<file path="config.mk">
export PLATFORM = sky130hd
export DESIGN_NAME = zscw_queue
export DESIGN_NICKNAME = d
export VERILOG_FILES = /design/src/rtl/zero_spread_cross_window_top_defines.svh /design/src/rtl/zscw_pkg.sv /design/src/rtl/zscw_queue.sv
export SDC_FILE = /design/constraint.sdc
export NUM_CORES = 1
export LEC_CHECK = 0
export ABC_AREA = 1
export BUFFER_PORTS_ARGS = -buffer_cell sky130_fd_sc_hd__buf_2
export CAP_MARGIN = 25
export CORE_MARGIN = 2
export CORE_UTILIZATION = 55
export CTS_CLUSTER_DIAMETER = 50
export DETAILED_ROUTE_END_ITERATION = 8
export PLACE_DENSITY = 0.76
export SLEW_MARGIN = 15
export SYNTH_ARGS = -nofsm -noshare
export SYNTH_HDL_FRONTEND = slang
export SYNTH_SLANG_ARGS = --single-unit
</file>
<file path="constraint.sdc">
create_clock -name i_clk -period 3.9 [get_ports i_clk]
set_input_delay 0.195 -clock i_clk [delete_from_list [all_inputs] [get_ports i_clk]]
set_output_delay 0.195 -clock i_clk [all_outputs]
set_load 0.01 [all_outputs]
</file>
<file path="src/rtl/zero_spread_cross_window_top_defines.svh">
// assertion macros for the zero spread block
`ifndef ZERO_SPREAD_CROSS_WINDOW_TOP_DEFINES_SVH
`define ZERO_SPREAD_CROSS_WINDOW_TOP_DEFINES_SVH

// property must hold at every clock edge out of reset
`define ZSCW_ASSERT(label, prop) \
    label: assert property (@(posedge i_clk) disable iff (!i_rst_n) prop) \
        else $error("zscw assertion failed");

// condition must never be seen at a clock edge out of reset
`define ZSCW_NEVER(label, cond) \
    label: assert property (@(posedge i_clk) disable iff (!i_rst_n) !(cond)) \
        else $error("zscw forbidden condition seen");

`endif

</file>
<file path="src/rtl/zscw_pkg.sv">
// shared constants and types of the zero spread block
package zscw_pkg;

    localparam int MAX_WIDTH  = 1024;
    localparam int MAX_HEIGHT = 4096;

    localparam int COL_W      = $clog2(MAX_WIDTH);
    localparam int ROW_W      = $clog2(MAX_HEIGHT);
    localparam int VAL_W      = 32;
    localparam int WCFG_W     = 11;
    localparam int HCFG_W     = 13;
    localparam int CFG_IDX_W  = 2;
    localparam int CFG_DATA_W = 13;

    localparam logic [CFG_IDX_W-1:0] CFG_GRID_WIDTH  = CFG_IDX_W'(0);
    localparam logic [CFG_IDX_W-1:0] CFG_GRID_HEIGHT = CFG_IDX_W'(1);

    localparam int QUEUE_DEPTH = 4;
    localparam int Q_PTR_W     = $clog2(QUEUE_DEPTH);

    // one classified input cell with its line buffer reads
    typedef struct packed {
        logic [ROW_W-1:0]        row;
        logic [COL_W-1:0]        col;
        logic signed [VAL_W-1:0] value;
        logic signed [VAL_W-1:0] prior_mid;
        logic                    prior_right_zero;
        logic                    older_zero;
        logic                    has_up;
        logic                    last_row;
        logic                    col_ge1;
        logic                    col_ge2;
        logic                    has_last;
    } t_item;

    typedef struct packed {
        logic full;
        logic empty;
    } t_q_status;

endpackage

</file>
<file path="src/rtl/zscw_queue.sv">
// short fifo of classified cells between front and back
module zscw_queue import zscw_pkg::*; (
    input  logic      i_clk,
    input  logic      i_rst_n,
    input  logic      i_push,
    input  t_item     i_item,
    input  logic      i_pop,
    output t_item     o_item,
    output t_q_status o_status
);

    t_item            r_mem [QUEUE_DEPTH];
    logic [Q_PTR_W:0] r_wr_ptr;
    logic [Q_PTR_W:0] r_rd_ptr;

    assign o_status.empty = (r_wr_ptr == r_rd_ptr);
    assign o_status.full  = (r_wr_ptr[Q_PTR_W] != r_rd_ptr[Q_PTR_W])
                            && (r_wr_ptr[Q_PTR_W-1:0] == r_rd_ptr[Q_PTR_W-1:0]);
    assign o_item = r_mem[r_rd_ptr[Q_PTR_W-1:0]];

    always_ff @(posedge i_clk) begin
        if (!i_rst_n) begin
            r_wr_ptr <= '0;
            r_rd_ptr <= '0;
        end else begin
            if (i_push) begin
                r_wr_ptr <= r_wr_ptr + (Q_PTR_W+1)'(1);
            end
            if (i_pop) begin
                r_rd_ptr <= r_rd_ptr + (Q_PTR_W+1)'(1);
            end
        end
    end

    always_ff @(posedge i_clk) begin
        if (i_push) begin
            r_mem[r_wr_ptr[Q_PTR_W-1:0]] <= i_item;
        end
    end

endmodule

</file>
==> key figures, run 1 <==
Critical path
  – CP Capture Type: primary output
  – CP Buf/Inv Count: 2
  – Worst-path maximum fanout: 80
  – Req. time, crit path: 3700 ps
  – Critical path's largest stage delay: 910 ps
  – Crit path cell chain: buf_4 > nand2_1 > o211ai_1 > nand2_1 > buf_2
  – Crit path DAT: 2320 ps
  – FF-to-FF setup slack: 1880 ps
  – Crit Path Class: register to primary output
  – Crit-path slowest cell: dfxtp_4
  – CP Launch Type: register
  – Most used cell along the critical path: nand2_1
  – Kind of cell adding the most delay to the critical path: flip-flops

GRT
  – Largest net degree at the start of global routing: 81
  – First-pass GRT wire length: 47300 um
  – Vias in the first global route: 9469
  – All-Layer GR Usage: 21.2%
  – Initial antenna violation count: 1
  – Total gr overflow: 0

Clock tree
  – Clock H-tree levels: 2
  – CTS buffer count: 40
  – CTS root buffer: clkbuf_16
  – CTS Hold Buffers Added: 96
  – Clock transition at path regs: 60 ps
  – TritonCTS clock tree: done
  – Maximum clock insertion buffer count: 3
  – Post-CTS Setup Inserts: 0
  – # resized after CTS: 0
  – Clock sink total: 380
  – Worst skew pair latency: 510 ps

STA
  – Slew headroom: 42.3%
  – Worst-case clock skew: 15.3 ps
  – Setup ws final: 1380 ps
  – Least-Margin Pin Slew: 866 ps
  – Slew Limit Fails: 0
  – Final Critical Period: 2520 ps
  – Fmax: 398 MHz
  – RSZ-0062 raised after global routing: no
  – Hold Vio Cnt, Final: 0
  – TNS Setup: 0 ps
  – Final period util: 64.5%
  – Setup-failing EPs final: 0

Synth
  – Share of flip-flops with an asynchronous set or reset: 0%
  – Ys flop type: edfxtp_1
  – #FFs+latches synth: 380
  – Syn Std Cell Area: 15100 um^2
  – Register area share after synthesis: 75.2%
  – Mapped Nets: 1241
  – Top cells by count, synth: 372 x edfxtp_1, 292 x nand2_1, 197 x inv_1
  – Post-synth top area cell: edfxtp_1
  – Total of warnings raised by yosys: 0
  – Mux share of post-synthesis cell area: 0%
  – Yosys top cell area share: 74.1%
  – Unique masters post-synth: 14
  – Synth Area in Compound Gates: 9.50%
  – Post-Synth Adder-Cell Area: 0.415%
  – Synth top area cells: edfxtp_1 74%, o211ai_1 9.3%, nand2_1 7.3%
  – Largest family of logic cells by synthesized area: compound AO/OA/AOI/OAI gates
  – EDFF count, synth: 372
  – Simple-Gate Fraction of Synth Area: 7.51%
  – Cells after Synth: 1139
  – Syn avg cell area: 13.2 um^2
  – Most numerous cell in the Yosys netlist: edfxtp_1
  – XOR/XNOR Fraction of Synth Area: 0.116%

Drt
  – Drc violations: 0
  – DR WL/cell: 16.8 um
  – DR vias: 9308
  – First-pass DRT Iterations: 5
  – Vias per cell: 5.21
  – Initial DRC count: 673
  – Total wire length: 30100 um
  – DRT antenna net count: 0

Pwr
  – PwrDens: 493 nW/um^2
  – Leak Pwr: 7.27 nW
  – Final Power: 9.12 mW
  – Peak supply drop: 0.456 mV

Die
  – Core box area: 27000 um^2
  – Ports: 192
  – Die area: 28700 um^2
  – Die W: 170 um
  – Die Ht: 170 um
  – Effective utilization at floorplan: 55.9%
  – Number of cell rows: 60

Final layout
  – Synthesis-to-finish area growth: 22.7%
  – Share of cells above drive strength 1: 18.5%
  – # fillers: 1810
  – Post-route non-filler standard cell count: 1788
  – Final nets: 1523

Placed design
  – Detailed Place HPWL: 16800 um
  – Gp weighted congestion: 0.715
  – IO buf count: 191
  – Worst slack, placed: 1870 ps
  – Cell total after placement: 1624

Flow run
  – Max cap viols: 0

Worst hold path
  – Hold WC Path Type: primary input to register

Status
  – Status: finished, final reports clean
-- final cells by class --
type / count / area [um^2] / share of cell area, %
repair buffers: 301 / 2130 / 11.5
well taps: 341 / 427 / 2.31
inverters: 197 / 751 / 4.06
diodes: 1 / 2.50 / 0.0135
flip-flops and latches: 380 / 11300 / 61.3
multi-input cells: 501 / 2640 / 14.3
clock buffers: 45 / 1040 / 5.63
clock inverters: 22 / 161 / 0.873
-- worst paths after layout --
path	from	end	cells past startpoint
hold / removal	i_push	r_wr_ptr[1]	3
setup reg to reg	r_wr_ptr[0]	r_mem[2][22]	5
hold reg to reg	r_wr_ptr[2]	r_wr_ptr[2]	2
setup / recovery	register	o_item[13]	5
-- report_power, final --
part	internal [mW]	switching, mW	leakage (nW)
Combinational	0.355	0.556	3.19
Clock	2.04	1.43	0.598
Sequential	4.67	0.0674	3.48
-- worst min-delay path, cell delays in order --
cell and delay [ps]:
buf_2 130, inv_1 110, a21oi_1 70
-- state kept, by name, indices dropped and copies added (netlist names), named ones only --
signal and cells:
r_rd_ptr 3, r_wr_ptr 3, r_mem 372
-- layer usage --
| layer | share of wire (%) | wire length [um] | GRT usage, % |
|---|---|---|---|
| met3 | 7.1 | 2130 | 5.36 |
| met5 | 0 | 0 | 0 |
| met1 | 39 | 11800 | 25.2 |
| met4 | 2.3 | 704 | 7.06 |
| met2 | 51 | 15500 | 37.8 |
-- metrics by stage --
| step | util [%] | cell area, um^2 | hold slack, ps |
|---|---|---|---|
| 3_3_place_gp | 60.6 | 16300 | 408 |
| 2_1_floorplan | - | 15100 | 294 |
| 3_5_place_dp | 60.6 | 16300 | 410 |
| 6_report | 68.6 | 18500 | 33.1 |
| 5_1_grt | 68.6 | 18500 | 23.6 |
| 4_1_cts | 68.6 | 18500 | 7.28 |
-- logic make-up (layout without fill, tap and decap cells) --
kind of cell,Yosys count,count (layout)
adders and majority gates,5,5
other,0,1
xor gates and xnor gates,2,2
and+or+nand+nor,301,301
AOI/OAI and AO/OA,193,193
buffers and inverters,258,565
DFF,380,380
-- layout by cell type (no fill, tap or decap), drive strengths merged --
| cell type | instances |
|---|---|
| clkinvlp | 1 |
| edfxtp | 372 |
| nand3 | 1 |
| bufinv | 2 |
| inv | 198 |
| dlygate4sd3 | 96 |
| o211ai | 186 |
| clkinv | 18 |
| nor2 | 8 |
| a21oi | 4 |
| ha | 5 |
| diode | 1 |
| xnor2 | 2 |
| clkbuf | 45 |
| o21ai | 3 |
| dfxtp | 8 |
| buf | 205 |
| nand2 | 292 |
No activity file was read; power rests on OpenSTA's default activity.
==> run 2, diff against run 1 <==
==> constraint.sdc (replaced) <==
create_clock -name i_clk -period 2.6 [get_ports i_clk]
set_input_delay 0.13 -clock i_clk [delete_from_list [all_inputs] [get_ports i_clk]]
set_output_delay 0.13 -clock i_clk [all_outputs]
set_load 0.01 [all_outputs]
==> run 2 against run 1 <==
Die area unchanged. Sequential share of layout area shrank 0.49 points. Sequential cell count unchanged. Sequential power grew 49%. Via count is essentially flat. Combinational power is 56% higher. Critical path depth unchanged. Global-route usage increased by 0.071 points.
==> key figures, run 2 (synthesized netlist as in run 1, its figures left out) <==
Pwr
  – Peak supply drop: 0.551 mV
  – Leak Pwr: 7.30 nW
  – PwrDens: 732 nW/um^2

Clock tree
  – TritonCTS clock tree: done
  – CTS root buffer: clkbuf_16
  – Clock transition at path regs: 60 ps
  – Clock sink total: 380
  – CTS buffer count: 39
  – Maximum clock insertion buffer count: 3
  – # resized after CTS: 0
  – Worst skew pair latency: 520 ps
  – Clock H-tree levels: 2

STA
  – Setup ws final: 296 ps
  – Min Hold Slack: 354 ps
  – Fmax: 434 MHz
  – Slew Limit Fails: 0
  – TNS Setup: 0 ps
  – Least-Margin Pin Slew: 619 ps
  – Final period util: 88.6%
  – Setup-failing EPs final: 0
  – Hold Vio Cnt, Final: 0
  – RSZ-0062 raised after global routing: no
  – Slew headroom: 58.7%
  – Worst-case clock skew: 16.2 ps
  – Final Critical Period: 2300 ps

Final layout
  – Synthesis-to-finish area growth: 23.7%
  – # fillers: 1804
  – Commonest non-fill, non-tap cell in the layout: edfxtp_1
  – Final nets: 1532
  – Share of cells above drive strength 1: 18.8%
  – Most frequent cells in the layout: 372 x edfxtp_1, 292 x nand2_1, 192 x inv_1
  – Max reg flops: 372
  – Design area: 18600 um^2

Critical path
  – R2r endpoint: r_rd_ptr[2]
  – R2R depth: 6
  – Crit Path Class: register to primary output
  – Reg-to-Reg Start: r_rd_ptr[0]
  – CP Capture Type: primary output
  – CP Launch Type: register
  – Crit path DAT: 2170 ps
  – Worst-path maximum fanout: 34
  – FF-to-FF setup slack: 600 ps
  – Req. time, crit path: 2470 ps

Placed design
  – Gp weighted congestion: 0.760
  – Worst slack, placed: 697 ps
  – Detailed Place HPWL: 17200 um
  – Area after DPL: 16500 um^2
  – IO buf count: 191

Drt
  – DRT antenna net count: 0
  – Initial DRC count: 688
  – First-pass DRT Iterations: 5
  – DR WL/cell: 16.8 um
  – Vias per cell: 5.16
  – Drc violations: 0
  – DR vias: 9302
  – Total wire length: 30300 um

GRT
  – Largest net degree at the start of global routing: 96
  – Initial antenna violation count: 3
  – All-Layer GR Usage: 21.3%
  – Total gr overflow: 0
  – First-pass GRT wire length: 47700 um
  – Vias in the first global route: 9323

Die
  – Ports: 192
  – Die W: 170 um
  – Die area: 28700 um^2
  – Core box area: 27000 um^2
  – Effective utilization at floorplan: 55.9%
  – Die Ht: 170 um
  – Number of cell rows: 60

Worst hold path
  – Hold WC Path Type: primary input to register
  – Hold Startpoint: i_item[25]
  – Hold Path Sink: r_mem[2][25]
  – Worst Hold Depth: 2

Status
  – Status: finished, final reports clean

Flow run
  – Max cap viols: 0
-- run 2: timing repair --
| action | in CTS | in global routing |
|---|---|---|
| endpoints found under the setup margin | 0 | 0 |
| hold endpoints to repair | 380 | 0 |
| hold buffers | 98 | 0 |
| setup buffers | 0 | 0 |
-- run 2: metrics by stage --
stage | instances | util (%) | power, mW
after detailed placement | 1632 | 61.1 | 8.51
final | 1803 | 69.2 | 13.7
after global routing | 1803 | 69.2 | 14.2
after CTS | 1800 | 69.2 | 13.7
after floorplan | 1139 | - | 7.94
after global placement | 1632 | 61.1 | 8.47
-- run 2: critical path: stages, from the launching register on --
cell	delay, ps
dfxtp_4	360
clkinv_2	480
buf_4	430
o211ai_1	120
nand2_1	100
buf_2	160
-- run 2: worst max path at each step --
stage	from	endpoint	slack, ps
6_report	register	o_item[19]	300
5_1_grt	register	o_item[18]	140
4_1_cts	register	o_item[18]	260
3_5_place_dp	r_wr_ptr[0]	r_mem[2][45]	700
3_3_place_gp	r_wr_ptr[0]	r_mem[2][45]	790
2_1_floorplan	r_wr_ptr[0]	r_mem[0][0]	120
-- run 2: final cells by class --
type / count / area [um^2] / area share [%]
flip-flops and latches: 380 / 11300 / 60.8
multi-input cells: 501 / 2640 / 14.2
repair buffers: 311 / 2280 / 12.2
clock buffers: 46 / 1030 / 5.54
inverters: 197 / 756 / 4.05
well taps: 341 / 427 / 2.29
clock inverters: 24 / 164 / 0.879
diodes: 3 / 7.51 / 0.0403
-- run 2: metal layers --
layer | global-route usage [%] | vias to the layer above | wire length [um]
li1 | - | 4555 | -
met3 | 4.13 | 48 | 1680
met5 | 0 | - | 0
met2 | 37.1 | 278 | 15200
met1 | 27.3 | 4421 | 12800
met4 | 6.17 | 0 | 680
-- run 2: report_power, final --
group          switching (mW)  internal, mW
clock network            2.20          2.95
registers              0.0719          7.00
logic                   0.871         0.553
==> run 3, diff against run 2 <==
--- a/config.mk
+++ b/config.mk
@@ -10,6 +10,7 @@
 export CAP_MARGIN = 25
 export CORE_MARGIN = 2
 export CORE_UTILIZATION = 55
+export CTS_BUF_LIST = sky130_fd_sc_hd__clkbuf_4
 export CTS_CLUSTER_DIAMETER = 50
 export DETAILED_ROUTE_END_ITERATION = 8
 export PLACE_DENSITY = 0.76
==> run 3 against run 2 <==
Cell area rose by 0.45%. Combinational power barely moved. Register-to-register slack got worse by 20 ps. Die area did not move.
==> key figures, run 3 (synthesized netlist as in run 1, its figures left out) <==
GRT
  – Total gr overflow: 0
  – Initial antenna violation count: 3
  – All-Layer GR Usage: 22.1%
  – First-pass GRT wire length: 49300 um
  – Largest net degree at the start of global routing: 96
  – Vias in the first global route: 9998

Final layout
  – Most frequent cells in the layout: 372 x edfxtp_1, 292 x nand2_1, 192 x inv_1
  – # fillers: 1852
  – Commonest non-fill, non-tap cell in the layout: edfxtp_1
  – Post-route non-filler standard cell count: 1902
  – Max reg flops: 372
  – Share of cells above drive strength 1: 23.3%
  – Final nets: 1586
  – Synthesis-to-finish area growth: 24.3%

Clock tree
  – TritonCTS clock tree: done
  – Clock transition at path regs: 70 ps
  – Post-CTS Setup Inserts: 0
  – Maximum clock insertion buffer count: 3
  – Clock sink total: 380
  – Clock H-tree levels: 3
  – CTS buffer count: 93
  – Worst skew pair latency: 720 ps
  – CTS root buffer: clkbuf_4

Drt
  – Total wire length: 31000 um
  – Drc violations: 0
  – Initial DRC count: 714
  – First-pass DRT Iterations: 7
  – DRT antenna net count: 0
  – Vias per cell: 5.10
  – DR WL/cell: 16.3 um
  – DR vias: 9693

Die
  – Die area: 28700 um^2
  – Core box area: 27000 um^2
  – Ports: 192
  – Number of cell rows: 60
  – Die Ht: 170 um
  – Die W: 170 um
  – Effective utilization at floorplan: 55.9%

STA
  – Setup ws final: 261 ps
  – Fmax: 428 MHz
  – Slew Limit Fails: 0
  – Slew headroom: 57.8%
  – Final Critical Period: 2340 ps
  – Least-Margin Pin Slew: 633 ps
  – Final period util: 90.0%
  – Setup-failing EPs final: 0
  – RSZ-0062 raised after global routing: no
  – Worst-case clock skew: 48.5 ps
  – TNS Setup: 0 ps
  – Hold Vio Cnt, Final: 0

Critical path
  – Critical path's largest stage delay: 520 ps
  – Crit-path slowest cell: dfxtp_4
  – Worst-path maximum fanout: 48
  – Crit Path Class: register to primary output
  – Req. time, crit path: 2470 ps
  – CP Capture Type: primary output
  – CP Buf/Inv Count: 2
  – Kind of cell adding the most delay to the critical path: buffers and inverters
  – Most used cell along the critical path: nand2_1
  – CP Launch Type: register
  – Crit path DAT: 2210 ps
  – Crit path cell chain: buf_4 > nand2_1 > o211ai_1 > nand2_1 > buf_2

Placed design
  – Gp weighted congestion: 0.760
  – IO buf count: 191
  – Detailed Place HPWL: 17200 um
  – Worst slack, placed: 697 ps
  – Cell total after placement: 1632

Status
  – Status: finished, final reports clean

Flow run
  – Max cap viols: 0

Worst hold path
  – Hold WC Path Type: primary input to register

Pwr
  – Peak supply drop: 0.464 mV
  – Final Power: 13.6 mW
  – Leak Pwr: 7.45 nW
  – PwrDens: 727 nW/um^2
run 3: changes by cell type in the layout (fill, tap and decap cells not counted), sizes merged:
| cell | previous run | this run |
|---|---|---|
| diode | 3 | 2 |
| clkinv | 21 | 29 |
| clkbuf | 46 | 134 |
| bufinv | 1 | 5 |
run 3: area by class of cell:
cell class              instances  area, um^2  area share, %
well taps                     341         427           2.28
clock buffers                 134        1010           5.37
diodes                          2        5.00         0.0267
multi-input cells             501        2640           14.1
inverters                     197         757           4.04
clock inverters                36         277           1.48
flip-flops and latches        380       11300           60.5
repair buffers                311        2280           12.2
run 3: timing repair:
action	4_1_cts	5_1_grt
setup endpoints to repair	0	19
endpoints found under the hold margin	380	0
hold buffers	98	0
gates resized for setup	0	1
run 3: worst paths after layout:
path                     from            to  slack, ps  depth (start not counted)
hold reg to reg   r_wr_ptr[2]   r_wr_ptr[2]        530                          2
setup / recovery     register    o_item[11]        260                          5
setup reg to reg  r_rd_ptr[0]   r_rd_ptr[2]        580                          6
hold / removal     i_item[85]  r_mem[0][85]        170                          2
run 3: through the flow:
stage	cell area [um^2]	hold slack, ps	utilization (%)
final	18700	166	69.5
after global placement	16500	344	61.1
after detailed placement	16500	347	61.1
after global routing	18700	117	69.5
after CTS	18700	82.3	69.5
after floorplan	15100	229	-
run 3: report_power, final:
| part | internal (mW) | total, mW | switching, mW | leakage [nW] |
|---|---|---|---|---|
| clock | 2.87 | 5.13 | 2.25 | 0.738 |
| sequential | 6.99 | 7.07 | 0.0724 | 3.48 |
| combinational | 0.554 | 1.43 | 0.874 | 3.23 |
| total | 10.4 | 13.6 | 3.20 | 7.45 |
run 3: layer usage:
metal / track usage [%] / vias up / wire length, um
li1: - / 4742 / -
met1: 26.9 / 4551 / 12400
met2: 37.8 / 340 / 15500
met3: 5.71 / 58 / 2260
met4: 9.10 / 2 / 738
met5: 0 / - / 13
