**config.mk**
```make
export PLATFORM = sky130hd
export DESIGN_NAME = zscw_back_flat
export DESIGN_NICKNAME = d
export VERILOG_FILES = /design/src/rtl/zero_spread_cross_window_top_defines.svh /design/src/rtl/zscw_pkg.sv /design/src/rtl/zscw_intf.sv /design/src/rtl/zscw_back.sv /design/src/flat_wrapper.sv
export SDC_FILE = /design/constraint.sdc
export NUM_CORES = 1
export LEC_CHECK = 0
export ABC_AREA = 0
export BUFFER_PORTS_ARGS = -buffer_cell sky130_fd_sc_hd__clkbuf_2
export CAP_MARGIN = 20
export CORE_MARGIN = 2
export CORE_UTILIZATION = 30
export DETAILED_ROUTE_END_ITERATION = 10
export PLACE_DENSITY = 0.62
export SLEW_MARGIN = 10
export SYNTH_ARGS = -nofsm -noshare
export SYNTH_HDL_FRONTEND = slang
export SYNTH_SLANG_ARGS = --single-unit
```
**constraint.sdc**
```tcl
create_clock -name i_clk -period 38.7 [get_ports i_clk]
set_input_delay 7.74 -clock i_clk [delete_from_list [all_inputs] [get_ports i_clk]]
set_output_delay 7.74 -clock i_clk [all_outputs]
set_load 0.02 [all_outputs]
```
**src/rtl/zero_spread_cross_window_top_defines.svh**
```systemverilog
// assertion macros for the zero spread block
`ifndef ZERO_SPREAD_CROSS_WINDOW_TOP_DEFINES_SVH
`define ZERO_SPREAD_CROSS_WINDOW_TOP_DEFINES_SVH

// property must hold at every clock edge out of reset
`define ZSCW_ASSERT(label, prop) \
    label: assert property (@(posedge i_clk) disable iff (!i_rst_n) prop) \
        else $error("zscw assertion failed");

// condition must never be seen at a clock edge out of reset
`define ZSCW_NEVER(label, cond) \
    label: assert property (@(posedge i_clk) disable iff (!i_rst_n) !(cond)) \
        else $error("zscw forbidden condition seen");

`endif

```
**src/rtl/zscw_pkg.sv**
```systemverilog
// shared constants and types of the zero spread block
package zscw_pkg;

    localparam int MAX_WIDTH  = 1024;
    localparam int MAX_HEIGHT = 4096;

    localparam int COL_W      = $clog2(MAX_WIDTH);
    localparam int ROW_W      = $clog2(MAX_HEIGHT);
    localparam int VAL_W      = 32;
    localparam int WCFG_W     = 11;
    localparam int HCFG_W     = 13;
    localparam int CFG_IDX_W  = 2;
    localparam int CFG_DATA_W = 13;

    localparam logic [CFG_IDX_W-1:0] CFG_GRID_WIDTH  = CFG_IDX_W'(0);
    localparam logic [CFG_IDX_W-1:0] CFG_GRID_HEIGHT = CFG_IDX_W'(1);

    localparam int QUEUE_DEPTH = 4;
    localparam int Q_PTR_W     = $clog2(QUEUE_DEPTH);

    // one classified input cell with its line buffer reads
    typedef struct packed {
        logic [ROW_W-1:0]        row;
        logic [COL_W-1:0]        col;
        logic signed [VAL_W-1:0] value;
        logic signed [VAL_W-1:0] prior_mid;
        logic                    prior_right_zero;
        logic                    older_zero;
        logic                    has_up;
        logic                    last_row;
        logic                    col_ge1;
        logic                    col_ge2;
        logic                    has_last;
    } t_item;

    typedef struct packed {
        logic full;
        logic empty;
    } t_q_status;

endpackage

```
**src/rtl/zscw_intf.sv**
```systemverilog


interface zscw_out_if import zscw_pkg::*; ();
    logic                    valid;
    logic                    ready;
    logic [ROW_W-1:0]        out_row;
    logic [COL_W-1:0]        out_col;
    logic signed [VAL_W-1:0] out_value;
    logic                    frame_last;

    modport source (output valid, output out_row, output out_col, output out_value,
                    output frame_last, input ready);
    modport sink   (input valid, input out_row, input out_col, input out_value,
                    input frame_last, output ready);
endinterface


```
**src/rtl/zscw_back.sv**
```systemverilog
// back end: zero test and result sequencing, up to three results per cell
module zscw_back import zscw_pkg::*; (
    input  logic      i_clk,
    input  logic      i_rst_n,
    input  t_item     i_item,
    input  t_q_status i_q_status,
    output logic      o_pop,
    zscw_out_if.source o_result
);

    localparam int RES_UP   = 0;
    localparam int RES_LEFT = 1;
    localparam int RES_LAST = 2;

    logic [2:0]              r_done;
    logic signed [VAL_W-1:0] r_prior_left;
    logic signed [VAL_W-1:0] r_cur1;
    logic signed [VAL_W-1:0] r_cur2;
    logic                    r_out_valid;
    logic [ROW_W-1:0]        r_out_row;
    logic [COL_W-1:0]        r_out_col;
    logic signed [VAL_W-1:0] r_out_value;
    logic                    r_out_last;

    logic [2:0]              need;
    logic [2:0]              pending;
    logic [2:0]              sel;
    logic                    head_valid;
    logic                    out_free;
    logic                    emit;
    logic                    v_zero;
    logic                    up_zero;
    logic                    left_zero;
    logic                    last_zero;
    logic [ROW_W-1:0]        res_row;
    logic [COL_W-1:0]        res_col;
    logic signed [VAL_W-1:0] res_value;

    assign head_valid = !i_q_status.empty;
    assign out_free   = !r_out_valid || o_result.ready;

    always_comb begin
        need           = '0;
        need[RES_UP]   = i_item.has_up;
        need[RES_LEFT] = i_item.last_row && i_item.col_ge1;
        need[RES_LAST] = i_item.has_last;
    end

    assign pending = need & ~r_done;
    // lowest pending result goes first
    assign sel   = pending & (~pending + 3'd1);
    assign emit  = head_valid && (pending != '0) && out_free;
    assign o_pop = head_valid && ((pending == '0) || (emit && (pending & ~sel) == '0));

    assign v_zero    = (i_item.value == '0);
    assign up_zero   = (i_item.prior_mid == '0) || v_zero || i_item.older_zero
                       || (i_item.col_ge1 && r_prior_left == '0) || i_item.prior_right_zero;
    assign left_zero = (r_cur1 == '0) || v_zero
                       || (i_item.has_up && r_prior_left == '0)
                       || (i_item.col_ge2 && r_cur2 == '0);
    assign last_zero = v_zero || (i_item.has_up && i_item.prior_mid == '0)
                       || (i_item.col_ge1 && r_cur1 == '0);

    always_comb begin
        res_row   = i_item.row;
        res_col   = i_item.col;
        res_value = last_zero ? '0 : i_item.value;
        if (sel[RES_UP]) begin
            res_row   = i_item.row - ROW_W'(1);
            res_value = up_zero ? '0 : i_item.prior_mid;
        end else if (sel[RES_LEFT]) begin
            res_col   = i_item.col - COL_W'(1);
            res_value = left_zero ? '0 : r_cur1;
        end
    end

    always_ff @(posedge i_clk) begin
        if (!i_rst_n) begin
            r_done      <= '0;
            r_out_valid <= 1'b0;
        end else begin
            if (o_pop) begin
                r_done <= '0;
            end else if (emit) begin
                r_done <= r_done | sel;
            end
            if (emit) begin
                r_out_valid <= 1'b1;
            end else if (o_result.ready) begin
                r_out_valid <= 1'b0;
            end
        end
    end

    always_ff @(posedge i_clk) begin
        if (emit) begin
            r_out_row   <= res_row;
            r_out_col   <= res_col;
            r_out_value <= res_value;
            r_out_last  <= sel[RES_LAST];
        end
        // window of the previous cell in the row
        if (o_pop) begin
            r_prior_left <= i_item.prior_mid;
            r_cur1       <= i_item.value;
            r_cur2       <= r_cur1;
        end
    end

    assign o_result.valid      = r_out_valid;
    assign o_result.out_row    = r_out_row;
    assign o_result.out_col    = r_out_col;
    assign o_result.out_value  = r_out_value;
    assign o_result.frame_last = r_out_last;

endmodule

```
**src/flat_wrapper.sv**
```systemverilog
// flat-port wrapper written by rule: the top's interface ports become plain ports
module zscw_back_flat import zscw_pkg::*;
  (i_clk, i_rst_n, i_item, i_q_status, o_pop, o_result_valid, o_result_out_row, o_result_out_col, o_result_out_value, o_result_frame_last, o_result_ready);
  zscw_out_if o_result_i ();
  input  logic i_clk;
  input  logic i_rst_n;
  input  t_item i_item;
  input  t_q_status i_q_status;
  output logic o_pop;
  output wire logic [$bits(o_result_i.valid)-1:0] o_result_valid;
  output wire logic [$bits(o_result_i.out_row)-1:0] o_result_out_row;
  output wire logic [$bits(o_result_i.out_col)-1:0] o_result_out_col;
  output wire logic [$bits(o_result_i.out_value)-1:0] o_result_out_value;
  output wire logic [$bits(o_result_i.frame_last)-1:0] o_result_frame_last;
  input wire logic [$bits(o_result_i.ready)-1:0] o_result_ready;
  assign o_result_valid = o_result_i.valid;
  assign o_result_out_row = o_result_i.out_row;
  assign o_result_out_col = o_result_i.out_col;
  assign o_result_out_value = o_result_i.out_value;
  assign o_result_frame_last = o_result_i.frame_last;
  assign o_result_i.ready = o_result_ready;
  zscw_back u_core (.i_clk(i_clk), .i_rst_n(i_rst_n), .i_item(i_item), .i_q_status(i_q_status), .o_pop(o_pop), .o_result(o_result_i));
endmodule
```
==> results.py, run 1 <==
metrics = {
    "clock_tree": {
        "cts_buffer_depth": 2,
        "cts-root-buf": "clkbuf_16",
        "hold_buffers": 0,
        "cts_tree": "built",
        "post_cts_buffers": 0,
        "h-tree-depth": 4,
        "postCtsResizedCells": 0,
        "cts.clk_slew.worst_paths_ns": 0.06,
        "cts_sinks": 155,
        "numCtsBuffers": 17,
        "clock_latency_ns": 0.43,
    },
    "detailed_routing": {
        "drt-pass1-iter-count": 4,
        "initialDrtViolationCount": 273,
        "dr_total_vias": 4317,
        "drc": 0,
        "ant_nets": 0,
        "wirelength_microns": 16300,
        "viasPerCell": 4.85,
        "wl_per_cell_microns": 18.3,
    },
    "power_and_ir_drop": {
        "irDropWorstVdd_uv": 25.8,
        "clockPowerShare_pct": 41.4,
        "intPower_w": 0.000310,
        "powerDensity_nw_per_um2": 50.2,
        "pwr-share-comb_pct": 9.8,
        "p_sw_share_pct": 25.3,
        "pwr-share-seq_pct": 48.8,
        "power_leakage_nw": 3.17,
        "power.total_w": 0.000414,
        "power_switching_w": 0.000105,
    },
    "worst_setup_path": {
        "start_kind": "input pin",
        "slowest_stage": "buf_4",
        "end_kind": "output pin",
        "path_cells": "clkbuf_2 -> nand2b_1 -> a311oi_4 -> a22oi_1 -> nor2_4 -> buf_4 -> clkbuf_2",
        "crit_required_ns": 30.96,
        "crit_top_cell": "clkbuf_2",
        "crit_fanout": 53,
        "slowest_delay_ns": 0.54,
        "critical_path_class": "in2out",
        "cp.arrival_ns": 9.69,
    },
    "sta": {
        "period_needed_ns": 17.43,
        "finalSetupTns_ns": 0,
        "final.setup_skew_ns": 0.0106,
        "period_share_pct": 45.0,
        "setup_viol": 0,
        "slew-limit-headroom_pct": 48.4,
        "finalHoldViolations": 0,
        "grt_setup_unrepaired": "false",
        "worst_slew_pin_slew_ns": 0.774,
        "max_freq_mhz": 57.4,
        "slew_violations": 0,
    },
    "global_route": {
        "grt.total_usage_pct": 14.5,
        "grt_pass1_wl_microns": 24300,
        "grt_remaining_overflow": 0,
        "grt_max_degree": 58,
        "grt_pass1_vias": 4329,
        "antenna_found_initial": 0,
    },
    "yosys": {
        "syn_area_sq_um": 6530,
        "synth_cells": 439,
        "ys_ff_latch": 155,
        "ys_warn_count": 0,
        "synth.net_count": 539,
        "ys_seq_area_share_pct": 70.7,
        "synth_area_per_cell_sq_um": 14.9,
        "ys_types": 36,
    },
    "layout": {
        "antennaDiodeCount": 0,
        "multiInputGateArea_sq_um": 1600,
        "syn_to_final_growth_pct": 26.3,
        "nNetsFinal": 703,
        "drive_above_1_share_pct": 37.0,
        "n_fill_cell": 2056,
        "fin_cells": 891,
        "seq_area_sq_um": 4610,
    },
    "flow_run": {
        "cap_violations": 0,
    },
    "floorplanning": {
        "die_y_microns": 152,
        "rows": 53,
        "die_x_microns": 152,
        "io_pins": 155,
        "core_sq_um": 21200,
        "dieArea_sq_um": 23000,
        "initial_utilization_pct": 30.8,
    },
    "worst_hold_path": {
        "min_path_type": "reg2reg",
    },
    "place": {
        "port_buffers": 153,
        "routabilityCongestion": 0.812,
        "placed_cells": 859,
        "dp_hpwl_microns": 11800,
    },
    "status": {
        "status": "finished, final reports clean",
    },
}
power by group through the flow:
stage	logic [W]	clock network, W	registers, W
after global routing	0.0000446	0.000183	0.000203
final	0.0000405	0.000171	0.000202
after detailed placement	0.0000408	0	0.000206
after global placement	0.0000407	0	0.000206
after CTS	0.0000410	0.000175	0.000202
after floorplan	0.0000165	0	0.000213
layout by cell type (no fill, tap or decap), drive strengths merged:
master	synthesis	layout
clkbuf	10	170
edfxtp	151	151
inv	68	77
nor4	43	43
nand4	35	35
o221ai	32	32
nor3	11	11
xor2	11	11
nand2	10	10
xnor2	8	8
buf	6	8
nand3	7	7
and4	6	6
a21oi	4	4
clkinv	0	4
dfxtp	4	4
nor2	4	4
nand2b	3	3
nor2b	3	3
o21ai	3	3
nand3b	2	2
o21a	2	2
or3	2	2
nor3b	2	2
ha	2	2
bufinv	0	2
or4	2	2
a311oi	1	1
nor4b	1	1
or2	1	1
o2111ai	1	1
a2111oi	1	1
and2	1	1
maj3	1	1
a22oi	1	1
path summary, 6_finish.rpt:
path / depth (start not counted) / endpoint / start / slack [ns]
setup reg to reg: 6 / u_core.o_result.out_value[31] / u_core.r_cur2[9] / 35.70
hold / removal: 0 / u_core.r_cur2[30] / u_core.r_cur1[30] / 0.48
setup / recovery: 7 / o_pop / i_item[4] / 21.27
hold reg to reg: 0 / u_core.r_cur2[30] / u_core.r_cur1[30] / 0.48
synth_stat cells:
master | n | area, sq um
or4_1 | 1 | 7.51
or3_1 | 2 | 12.5
or2_1 | 1 | 6.26
maj3_1 | 1 | 10.0
nand2_1 | 10 | 37.5
a21oi_1 | 4 | 20.0
or4_4 | 1 | 11.3
o221ai_1 | 2 | 17.5
o21a_1 | 2 | 15.0
nor2b_1 | 3 | 18.8
a22oi_1 | 1 | 7.51
o21ai_0 | 3 | 15.0
nor3b_1 | 2 | 15.0
edfxtp_1 | 151 | 4530
xor2_1 | 11 | 96.3
nor3_1 | 11 | 55.1
clkbuf_1 | 10 | 37.5
and4_1 | 6 | 52.6
buf_2 | 3 | 15.0
a311oi_1 | 1 | 8.76
ha_1 | 2 | 25.0
o2111ai_4 | 1 | 26.3
a2111oi_0 | 1 | 8.76
nor2_1 | 4 | 15.0
nand3_1 | 7 | 35.0
nand3b_1 | 2 | 15.0
dfxtp_1 | 4 | 80.1
o221ai_2 | 30 | 450
nor4b_1 | 1 | 8.76
nor4_1 | 43 | 269
buf_6 | 3 | 33.8
inv_1 | 68 | 255
nand2b_1 | 3 | 18.8
xnor2_1 | 8 | 70.1
and2_1 | 1 | 6.26
nand4_1 | 35 | 219
layout make-up:
class	instances	area share, %
multi-input combinational	200	19.4
inverter	68	3.09
clock inverter	15	2.17
tap	275	4.17
clock buffer	17	5.16
timing repair buffer	161	10.0
sequential	155	55.9
kinds of logic after synthesis:
logic type | synth area share (%)
flip-flops | 70.7
AND/OR/NAND/NOR | 12.3
buffers and inverters | 5.23
AO/OA/AOI/OAI | 8.72
XOR/XNOR | 2.55
adder cells (fa/ha/maj) | 0.536
layer usage:
layer	wire, microns	up-vias	GRT usage, %
met5	0	-	0
met4	360	0	5.00
met3	955	23	4.52
met2	7620	156	23.3
met1	7370	2073	18.5
li1	-	2065	-
critical path, delay by kind of cell:
| family | cells | cell delay (ns) |
|---|---|---|
| AO/OA/AOI/OAI | 2 | 0.53 |
| buffers and inverters | 3 | 0.99 |
| AND/OR/NAND/NOR | 2 | 0.39 |
registers in the layout, summed over array words and instances, names as in the netlist:
signal / count
u_core.r_cur1: 32
u_core.o_result.out_value: 32
u_core.r_done: 3
u_core.o_result.out_row: 12
u_core.r_prior_left: 32
u_core.o_result.out_col: 10
u_core.o_result.frame_last: 1
u_core.r_cur2: 32
u_core.o_result.valid: 1
per-stage QoR:
| stage | utilization, % | area (sq um) | hold WS (ns) | worst slack [ns] |
|---|---|---|---|---|
| floorplan | - | 6530 | 0.450 | 13.48 |
| global placement | 36.0 | 7640 | 0.460 | 21.34 |
| detailed placement | 36.0 | 7640 | 0.461 | 21.30 |
| CTS | 38.9 | 8250 | 0.477 | 21.29 |
| global route | 38.9 | 8250 | 0.491 | 21.14 |
| finish | 38.9 | 8250 | 0.477 | 21.27 |
(Power assumes the default switching activity.)
==> run 2: changes to the inputs <==
==> constraint.sdc (replaced) <==
create_clock -name i_clk -period 16.45 [get_ports i_clk]
set_input_delay 3.29 -clock i_clk [delete_from_list [all_inputs] [get_ports i_clk]]
set_output_delay 3.29 -clock i_clk [all_outputs]
set_load 0.02 [all_outputs]
==> run 2 against run 1 <==
Against the previous run: sequential power is 140% higher; clock power up 130%; clock-buffer cell count stayed put; highest routed layer unchanged; sequential cell count unchanged; final area is 0.18% lower; worst setup slack worse by 13 ns; final cell count unchanged; global-route usage up 0.079 points; sequential share of layout area increased by 0.10 points; critical path type unchanged.
==> results.py, run 2 (synthesis results as in run 1) <==
metrics = {
    "worst_setup_path": {
        "crit_top_cell": "clkbuf_2",
        "crit_required_ns": 13.16,
        "slowest_stage": "buf_4",
        "path_cells": "clkbuf_2 -> nand2b_1 -> and2_1 -> a22oi_1 -> nor2_4 -> buf_4 -> clkbuf_2",
        "critical_path_class": "in2out",
        "crit_fanout": 54,
        "crit_family": "buffers and inverters",
        "end_kind": "output pin",
        "r2r_setup_slack_ns": 13.55,
        "cp.arrival_ns": 5.24,
        "slowest_delay_ns": 0.54,
        "start_kind": "input pin",
        "cp.buffers_inverters": 3,
    },
    "global_route": {
        "grt_pass1_vias": 4352,
        "gr-usage-met3_pct": 3.80,
        "grt.total_usage_pct": 14.5,
        "use_met2_pct": 22.9,
        "grt_remaining_overflow": 0,
        "grtUsageMet1_pct": 19.2,
        "grt_max_degree": 58,
        "antenna_found_initial": 0,
        "grt_pass1_wl_microns": 24500,
        "top_usage_layer": "met2",
    },
    "layout": {
        "utilization_pct": 38.8,
        "final_common_cell": "clkbuf_2",
        "antennaDiodeCount": 0,
        "drive_above_1_share_pct": 36.9,
        "nNetsFinal": 703,
        "most-common-layout-cells": "153 x clkbuf_2, 151 x edfxtp_1, 68 x inv_1",
        "syn_to_final_growth_pct": 26.1,
    },
    "clock_tree": {
        "hold_buffers": 0,
        "post_cts_buffers": 0,
        "cts_buffer_depth": 2,
        "cts.clk_slew.worst_paths_ns": 0.06,
        "h-tree-depth": 4,
        "cts_tree": "built",
        "numCtsBuffers": 17,
        "cts_sinks": 155,
        "clock_latency_ns": 0.42,
        "postCtsResizedCells": 0,
        "cts-root-buf": "clkbuf_16",
    },
    "flow_run": {
        "cap_violations": 0,
    },
    "power_and_ir_drop": {
        "power_leakage_nw": 3.16,
        "power.total_w": 0.000964,
        "powerDensity_nw_per_um2": 117,
        "irDropWorstVdd_uv": 53.1,
    },
    "detailed_routing": {
        "drt-pass1-iter-count": 4,
        "ant_nets": 0,
        "viasPerCell": 4.89,
        "wl_per_cell_microns": 18.4,
        "initialDrtViolationCount": 219,
        "wirelength_microns": 16400,
        "drc": 0,
        "dr_total_vias": 4356,
    },
    "sta": {
        "slew_violations": 0,
        "period_share_pct": 51.8,
        "final.setup_skew_ns": 0.0143,
        "period_needed_ns": 8.53,
        "finalSetupTns_ns": 0,
        "setup_ws_ns": 7.92,
        "slew-limit-headroom_pct": 48.4,
        "worst_slew_pin_slew_ns": 0.774,
        "max_freq_mhz": 117,
        "setup_viol": 0,
        "grt_setup_unrepaired": "false",
        "finalHoldViolations": 0,
    },
    "place": {
        "dp_hpwl_microns": 11900,
        "routabilityCongestion": 0.817,
        "place_ws_ns": 7.92,
        "port_buffers": 153,
    },
    "floorplanning": {
        "io_pins": 155,
        "die_y_microns": 152,
        "die_x_microns": 152,
        "dieArea_sq_um": 23000,
        "initial_utilization_pct": 30.8,
        "core_sq_um": 21200,
        "rows": 53,
    },
    "status": {
        "status": "finished, final reports clean",
    },
    "worst_hold_path": {
        "min_path_type": "reg2reg",
    },
}
-- run 2: changes by cell type in the layout (fill, tap and decap cells not counted), sizes merged --
cell and delta:
clkinv +4, inv -4
-- run 2: final timing paths --
check | start | endpoint | cells after the start
worst max-delay path | i_item[4] | o_pop | 7
worst min-delay path | u_core.r_cur1[30] | u_core.r_cur2[30] | 0
worst max register to register | u_core.r_done[0] | u_core.r_cur1[3] | 6
worst min register to register | u_core.r_cur1[30] | u_core.r_cur2[30] | 0
-- run 2: power breakdown --
part           internal, W  switching [W]
sequential        0.000467     0.00000896
clock             0.000227       0.000166
combinational    0.0000314      0.0000643
-- run 2: layout make-up --
| class | instances | area (sq um) |
|---|---|---|
| timing repair buffer | 161 | 826 |
| clock buffer | 17 | 425 |
| sequential | 155 | 4610 |
| inverter | 68 | 255 |
| clock inverter | 15 | 164 |
| multi-input combinational | 200 | 1600 |
| fill | 2053 | 13000 |
| tap | 275 | 344 |
-- run 2: metal layers --
layer / routed length [microns] / up-vias
met5: 0 / -
met4: 393 / 0
met3: 947 / 21
met2: 7700 / 147
met1: 7340 / 2123
li1: - / 2065
-- run 2: through the flow --
step / cells / hold slack [ns] / cell area, sq um
2_1_floorplan: 439 / 0.450 / 6530
3_3_place_gp: 859 / 0.461 / 7640
3_5_place_dp: 859 / 0.469 / 7640
4_1_cts: 891 / 0.484 / 8230
5_1_grt: 891 / 0.494 / 8230
6_report: 891 / 0.485 / 8230
